File: src/rtl/srt2d_pkg.sv
`timescale 1ns / 1ps
`default_nettype none

package srt2d_pkg;

   localparam int ANGLE_BITS = 16;
   localparam int COORD_BITS = 32;
   localparam int SCALE_BITS = 16;

   // angle split: two quarter bits, QBITS position bits inside the quarter
   localparam int QBITS = ANGLE_BITS - 2;
   localparam int U_W   = QBITS + 1;
   localparam int UU_W  = 2 * U_W;

   // hill coefficients and unit, Q16
   localparam int COEF_W = 18;
   localparam int TRIG_W = 18;
   localparam int ACC_W  = QBITS + 20;
   localparam logic signed [COEF_W-1:0] COEF_B2  = -COEF_W'(93664);
   localparam logic signed [COEF_W-1:0] COEF_B3  = COEF_W'(28128);
   localparam logic signed [ACC_W-1:0]  ACC_BASE = ACC_W'(65536) <<< QBITS;

   // datapath widths
   localparam int PK_W   = COORD_BITS + SCALE_BITS;
   localparam int SC_W   = PK_W - 8;
   localparam int PROD_W = TRIG_W + SC_W;
   localparam int MIX_W  = PROD_W + 1;
   localparam int XT_W   = MIX_W - 16;
   localparam int SUM_W  = XT_W + 1;

   // stream payloads
   localparam int REQ_RAW_W  = 4 * COORD_BITS + 2 * SCALE_BITS + ANGLE_BITS;
   localparam int REQ_DATA_W = ((REQ_RAW_W + 7) / 8) * 8;
   localparam int RSP_RAW_W  = 2 * COORD_BITS;
   localparam int RSP_DATA_W = ((RSP_RAW_W + 7) / 8) * 8;

   // register stages from input transfer to output register
   localparam int STAGES = 7;

endpackage

`default_nettype wire

File: src/rtl/srt2d_sincos.sv
`timescale 1ns / 1ps
`default_nettype none

module srt2d_sincos
   import srt2d_pkg::*;
(
   input  wire logic                     clock,
   input  wire logic                     en,
   input  wire logic [ANGLE_BITS-1:0]    angle,
   output logic signed [TRIG_W-1:0]      sin_q,
   output logic signed [TRIG_W-1:0]      cos_q
);

   localparam logic [U_W-1:0]  QUARTER = U_W'(1) << QBITS;
   localparam logic [UU_W-1:0] U_HALF  = UU_W'(1) << (QBITS - 1);
   localparam logic signed [ACC_W-1:0] ACC_HALF = ACC_W'(1) <<< (QBITS - 1);

   logic [1:0]       quad;
   logic [U_W-1:0]   r_ext, r_neg;

   // stage 1
   logic [U_W-1:0]   us_ff, us_in, uc_ff, uc_in;
   logic [UU_W-1:0]  uus_ff, uus_in, uuc_ff, uuc_in;
   logic [1:0]       neg1_ff, neg1_in;

   // stage 2
   logic [UU_W-1:0]  uus_rnd, uuc_rnd;
   logic [U_W-1:0]   u2s_ff, u2s_in, u2c_ff, u2c_in;
   logic [UU_W-1:0]  ms_ff, ms_in, mc_ff, mc_in;
   logic [1:0]       neg2_ff, neg2_in;

   // stage 3
   logic [UU_W-1:0]  ms_rnd, mc_rnd;
   logic [U_W-1:0]   u3s, u3c;
   logic signed [ACC_W-1:0] accs_ff, accs_in, accc_ff, accc_in;
   logic [1:0]       neg3_ff, neg3_in;

   // stage 4
   logic signed [ACC_W-1:0]  accs_rnd, accc_rnd;
   logic signed [TRIG_W-1:0] hs, hc;
   logic signed [TRIG_W-1:0] sin_ff, sin_in, cos_ff, cos_in;

   always_comb begin
      quad  = angle[ANGLE_BITS-1 -: 2];
      r_ext = {1'b0, angle[QBITS-1:0]};
      r_neg = QUARTER - r_ext;
      // distance to the quarter peak; cosine sits one quarter ahead
      us_in   = quad[0] ? r_ext : r_neg;
      uc_in   = quad[0] ? r_neg : r_ext;
      neg1_in = {quad[1] ^ quad[0], quad[1]};
      uus_in  = UU_W'(us_in) * UU_W'(us_in);
      uuc_in  = UU_W'(uc_in) * UU_W'(uc_in);

      uus_rnd = uus_ff + U_HALF;
      uuc_rnd = uuc_ff + U_HALF;
      u2s_in  = uus_rnd[QBITS +: U_W];
      u2c_in  = uuc_rnd[QBITS +: U_W];
      ms_in   = UU_W'(u2s_in) * UU_W'(us_ff);
      mc_in   = UU_W'(u2c_in) * UU_W'(uc_ff);
      neg2_in = neg1_ff;

      ms_rnd  = ms_ff + U_HALF;
      mc_rnd  = mc_ff + U_HALF;
      u3s     = ms_rnd[QBITS +: U_W];
      u3c     = mc_rnd[QBITS +: U_W];
      accs_in = ACC_BASE + ACC_W'(COEF_B2) * $signed(ACC_W'(u2s_ff))
                + ACC_W'(COEF_B3) * $signed(ACC_W'(u3s));
      accc_in = ACC_BASE + ACC_W'(COEF_B2) * $signed(ACC_W'(u2c_ff))
                + ACC_W'(COEF_B3) * $signed(ACC_W'(u3c));
      neg3_in = neg2_ff;

      accs_rnd = accs_ff + ACC_HALF;
      accc_rnd = accc_ff + ACC_HALF;
      hs       = $signed(accs_rnd[QBITS +: TRIG_W]);
      hc       = $signed(accc_rnd[QBITS +: TRIG_W]);
      sin_in   = neg3_ff[0] ? -hs : hs;
      cos_in   = neg3_ff[1] ? -hc : hc;
   end

   always_ff @(posedge clock) begin
      if (en) begin
         us_ff   <= us_in;
         uc_ff   <= uc_in;
         uus_ff  <= uus_in;
         uuc_ff  <= uuc_in;
         neg1_ff <= neg1_in;
         u2s_ff  <= u2s_in;
         u2c_ff  <= u2c_in;
         ms_ff   <= ms_in;
         mc_ff   <= mc_in;
         neg2_ff <= neg2_in;
         accs_ff <= accs_in;
         accc_ff <= accc_in;
         neg3_ff <= neg3_in;
         sin_ff  <= sin_in;
         cos_ff  <= cos_in;
      end
   end

   assign sin_q = sin_ff;
   assign cos_q = cos_ff;

endmodule

`default_nettype wire

File: config.mk
export PLATFORM = sky130hd
export DESIGN_NAME = srt2d_sincos
export DESIGN_NICKNAME = d
export VERILOG_FILES = /design/src/rtl/srt2d_pkg.sv /design/src/rtl/srt2d_sincos.sv
export SDC_FILE = /design/constraint.sdc
export NUM_CORES = 2
export LEC_CHECK = 0
export BUFFER_PORTS_ARGS = -buffer_cell sky130_fd_sc_hd__buf_2
export CAP_MARGIN = 20
export CORE_MARGIN = 2
export CORE_UTILIZATION = 61
export CTS_CLUSTER_SIZE = 30
export DETAILED_ROUTE_END_ITERATION = 10
export PLACE_DENSITY = 0.77
export SLEW_MARGIN = 25
export SYNTH_ARGS = -nofsm -noshare
export SYNTH_HDL_FRONTEND = slang
export SYNTH_SLANG_ARGS = --single-unit
File: constraint.sdc
create_clock -name clock -period 25 [get_ports clock]
set_input_delay 2.5 -clock clock [delete_from_list [all_inputs] [get_ports clock]]
set_output_delay 2.5 -clock clock [all_outputs]
set_load 0.005 [all_outputs]
# Word-level counts from Yosys, hierarchy flattened
# Cells that the tools add are included.
# op_classes
addsub	13
multipliers	8
muxes	4
bitwise_logic	1
# op_table
op	count
adder 29 x 14 -> 29 bit (second input constant)	4
multiplier 15 x 15 -> 29 bit	4
adder 32 x 15 -> 32 bit (second input constant)	2
adder 32 x 31 -> 32 bit	2
adder 32 bit (first input constant)	2
multiplier 13 x 16 -> 27 bit (first input constant)	2
multiplier 10 x 15 -> 25 bit (first input constant)	2
two-way mux 18 bit	2
negator 18 bit	2
two-way mux 15 bit	2
subtractor 15 x 14 -> 15 bit (first input constant)	1
bitwise XOR 1 bit	1
# word_totals
ff_bits	282
inputBits	18
word_cells	41

# Longest topological paths before layout
# depth
ltp_word	3
depth_mapped	36
mapped_depth_nobuf	36

# Worst setup path before layout
# No wires, ideal clock.
# synth_timing
path_kind	input to register
start	input angle[0]
end	register uuc_ff[28] (data pin)
t_arrival_ns	10.219
slack_ns	14.521
cell_stages	31
path_buffers	1
cell_sequence	inv_2 -> clkbuf_1 -> ha_1 -> nand2_1 -> or3_1 -> or3_1 -> or3_1 -> and2_1 -> xnor2_2 -> inv_1 -> nand2_1 -> fa_1 -> inv_1 -> fa_1 -> inv_1 -> fa_1 -> inv_1 -> fa_1 -> fa_1 -> fa_1 -> ha_1 -> nor4_1 -> nand2_1 -> a31o_2 -> o2111ai_1 -> a21oi_1 -> a21o_1 -> a41o_1 -> or4_1 -> a31oi_1 -> xnor2_1
# synth_between
elab_chain_cells	3
# synth_lines
element	line_no	source
start, declared	srt2d_sincos.sv:9	input wire logic [ANGLE_BITS-1:0] angle,
subtractor 15 x 14 -> 15 bit	srt2d_sincos.sv:46	r_neg = QUARTER - r_ext;
two-way mux 15 bit *	srt2d_sincos.sv:49	uc_in = quad[0] ? r_neg : r_ext;
multiplier 15 x 15 -> 29 bit *	srt2d_sincos.sv:52	uuc_in = UU_W'(uc_in) * UU_W'(uc_in);
named net uuc_in[28]	srt2d_sincos.sv:23	logic [UU_W-1:0] uus_ff, uus_in, uuc_ff, uuc_in;
end signal, assigned	srt2d_sincos.sv:85	uuc_ff <= uuc_in;
end, declared	srt2d_sincos.sv:23	
# The timed path passes the listed nets; every way through them passes the cells marked *.
# A chain may end at the register's enable or synchronous reset.

# Final worst setup path
# layout_timing
start	input angle[0]
end	register uuc_ff[28] (data pin)
# layout_between
elab_chain_cells	3
# layout_lines
element	line_no	source
subtractor 15 x 14 -> 15 bit	srt2d_sincos.sv:46	
two-way mux 15 bit	srt2d_sincos.sv:49	
named net uc_in[13]	srt2d_sincos.sv:22	logic [U_W-1:0] us_ff, us_in, uc_ff, uc_in;
multiplier 15 x 15 -> 29 bit	srt2d_sincos.sv:52	
named net uuc_in[28]	srt2d_sincos.sv:23	
# The timed path passes the listed nets, and every way through them passes these cells.

==> results.yml <==
worst_setup_path:
  worst-r2r-setup-slack_ps: 16210
  critical_path.endpoint: "uuc_ff[28]"
  timing.critical_path.slowest_cell_delay_ps: 640
  slowest_stage: "xor2_2"
  rr_worst_depth: 35
  cp_common_cell: "fa_1"
  worst_ep_arrival_time_ps: 11250
  critical_path_buf_inv_count: 6
  setup.worst_path.end_class: "flop"
  max_fo_critical_path: 16
  critical_path.startpoint_type: "primary input"
  setup.worst_path.class: "primary input to flop"
  critPathRequiredTime_ps: 25290
  worst_setup_startpoint: "angle[0]"
  cpLargestDelayFamily: "adder cells"
  worst-path-stages: 31
  crit-reg2reg-launch: "mc_ff[15]"
  crit-reg2reg-capture: "accc_ff[31]"
synthesis:
  muxShareOfSynthArea_pct: 0.1477
  synth.avg_cell_area_um2: 9.569
  netlist_top_cells_area: "fa_1, ha_1, edfxtp_1"
  synth_simple_gate_area_share_pct: 12.29
  netlist_instances: 4956
  synthDominantCellAreaShare_pct: 32.84
  synth.most_common_cell: "inv_1"
  post-synth-top-area-cell: "fa_1"
  netlist_area_mm2: 0.04742
  synth_compound_area_share_pct: 5.493
  synth-xor-area-share_pct: 6.957
  synth_cell_type_count: 72
  yosys.area_share.adder_pct: 52.58
  yosys_warnings: 0
  main_combinational_cell_family_by_area_after_synthesis: "adder cells"
  post_synthesis_sequential_area_ratio_pct: 12.85
  ys_async_sr_fraction_pct: 0
  synth-edff-count: 203
  postSynth.topFlopCell: "edfxtp_1"
  synth.ff_latch_count: 203
  synth.top_cells.by_count: "inv_1, fa_1, ha_1, nand2_1, nor2_1"
timing:
  fin_crit_ps: 10960
  fmaxAchievable_mhz: 91.22
  skew_ps: 23.85
  final.hold.worst_slack_ps: 417.5
  grt_setup_unrepaired: "false"
  drv_slew: 0
  worst_slew_margin_rel_pct: 26.30
  max_slew.worst_pin.slew_ps: 1102
  finalSetupTns_ps: 0
  period_utilization_post_route_pct: 43.85
  finalSetupViolCount: 0
  finalHoldViolations: 0
clocking:
  tritoncts: "built"
  cts_setup_buffers: 0
  hold_buffers: 0
  clkSlewWorstSetupHoldPaths_ps: 60
  cts_num_sinks: 203
  cts_made_buffers: 25
  postCtsResizedCells: 0
  clock_insertion_delay_worst_skew_ps: 560
  clock-root-buffer: "clkbuf_16"
  cts-root-to-sink-buffers: 3
  clock_tree.htree_level_count: 1
global_route:
  via_count_of_the_first_global_routing_pass: 34980
  grt-ovfl-total: 0
  global_routing_usage_summed_across_all_routing_layers_pct: 25.36
  number_of_antenna_violations_at_the_first_check_in_global_routing: 0
  wire_length_of_the_first_global_routing_pass_um: 164900
  grt_max_degree: 81
floorplan:
  die_h_um: 282.8
  core_area_mm2: 0.07721
  io-pin-count: 54
  die_x_um: 282.8
  initial_core_util_pct: 61.42
  num_rows: 102
  fp.dieArea_mm2: 0.07999
route:
  drt_first_iter_violations: 1526
  drc: 0
  antenna_left: 0
  drt-wirelength-per-cell_um: 15.85
  detailedRoute.firstPassIterationCount: 5
  num_vias: 32630
  wl_um: 96010
  via_per_inst: 5.387
placed_design:
  place_congestion: 0.9024
  dpl_wire_length_um: 80660
  io_buffer_count: 53
  placed_area_mm2: 0.04906
finish:
  drive_gt1_share_pct: 3.508
  fill_cells: 6149
  n_antenna_cell: 0
  final_net_count: 6543
  design_area_mm2: 0.04988
  layout-area-overhead-vs-synth_pct: 5.168
min_path:
  number_of_instances_on_the_worst_hold_path: 0
  hold_path_class: "flop to flop"
status:
  outcome: "completed"
job:
  max_cap_viol_count: 0
cells by family (layout without fill, tap and decap cells):
logic type | Yosys count | in the layout
simple gates | 1227 | 1227
mux | 7 | 7
flops | 203 | 203
xor+xnor | 372 | 372
other cells | 2 | 20
compound gates | 405 | 405
buf+inv | 1214 | 1257
fa+ha+maj | 1526 | 1526
per-stage QoR:
step / instances / setup slack, ps / utilization, %
CTS: 6057 / 14070 / 64.60
floorplan: 4974 / 14520 / -
global route: 6057 / 13470 / 64.60
finish: 6057 / 14040 / 64.60
global placement: 6012 / 13730 / 63.55
detailed placement: 6012 / 13510 / 63.55
worst min path at each step:
stage / from / endpoint
2_1_floorplan: neg1_ff[0] / neg2_ff[0]
3_3_place_gp: neg1_ff[1] / neg2_ff[1]
3_5_place_dp: neg1_ff[0] / neg2_ff[0]
4_1_cts: neg1_ff[0] / neg2_ff[0]
5_1_grt: neg1_ff[0] / neg2_ff[0]
6_report: neg1_ff[1] / neg2_ff[1]
placed cells by master, fill, tap and decap left out, types with 9 or more instances in the layout:
| cell type | netlist | layout |
|---|---|---|
| o21ai_0 | 70 | 70 |
| nor2_1 | 258 | 258 |
| ha_1 | 748 | 748 |
| o21bai_1 | 10 | 10 |
| and3_1 | 38 | 38 |
| fa_1 | 778 | 778 |
| nand3_1 | 61 | 61 |
| conb_1 | 2 | 20 |
| buf_2 | 2 | 52 |
| a31oi_1 | 14 | 14 |
| and2_1 | 217 | 217 |
| nand2b_1 | 24 | 24 |
| a21o_1 | 74 | 74 |
| nand4_1 | 26 | 26 |
| a211oi_1 | 10 | 10 |
| inv_1 | 1109 | 1109 |
| buf_4 | 0 | 41 |
| edfxtp_1 | 203 | 203 |
| o21a_1 | 30 | 30 |
| and4_1 | 17 | 17 |
| nor2b_1 | 35 | 35 |
| a21oi_1 | 129 | 129 |
| xnor2_1 | 234 | 228 |
| xor2_1 | 134 | 130 |
| o211ai_1 | 9 | 9 |
| nor3_1 | 49 | 49 |
| clkinv_1 | 4 | 10 |
| clkbuf_16 | 0 | 25 |
| or3_1 | 13 | 13 |
| nand2_1 | 458 | 458 |
registers in the layout, summed over array words and instances, names as in the netlist, 15 cells and up:
signal and count:
accc_ff 19, accs_ff 19, cos_q 18, mc_ff 16
ms_ff 16, sin_q 18, u2c_ff 15, u2s_ff 15
us_ff 15, uuc_ff 16, uus_ff 16
metal layers:
layer	track usage [%]	part of all wire (%)
met5	0	0
met2	45.67	50
met1	32.64	42
met4	6.593	2.4
met3	2.659	5.3
cell type report:
class / count / area (um^2) / share of cell area [%]
Timing Repair Buffer: 94 / 581.8 / 1.167
Multi-Input combinational cell: 3557 / 36890 / 73.96
Clock inverter: 18 / 177.7 / 0.3562
Tap cell: 1040 / 1301 / 2.609
Inverter: 1118 / 4197 / 8.414
Sequential cell: 203 / 6096 / 12.22
Clock buffer: 27 / 633.1 / 1.269
Power is not shown: default switching activity piles up to over one toggle a cycle in this logic, so the estimate is an artifact.
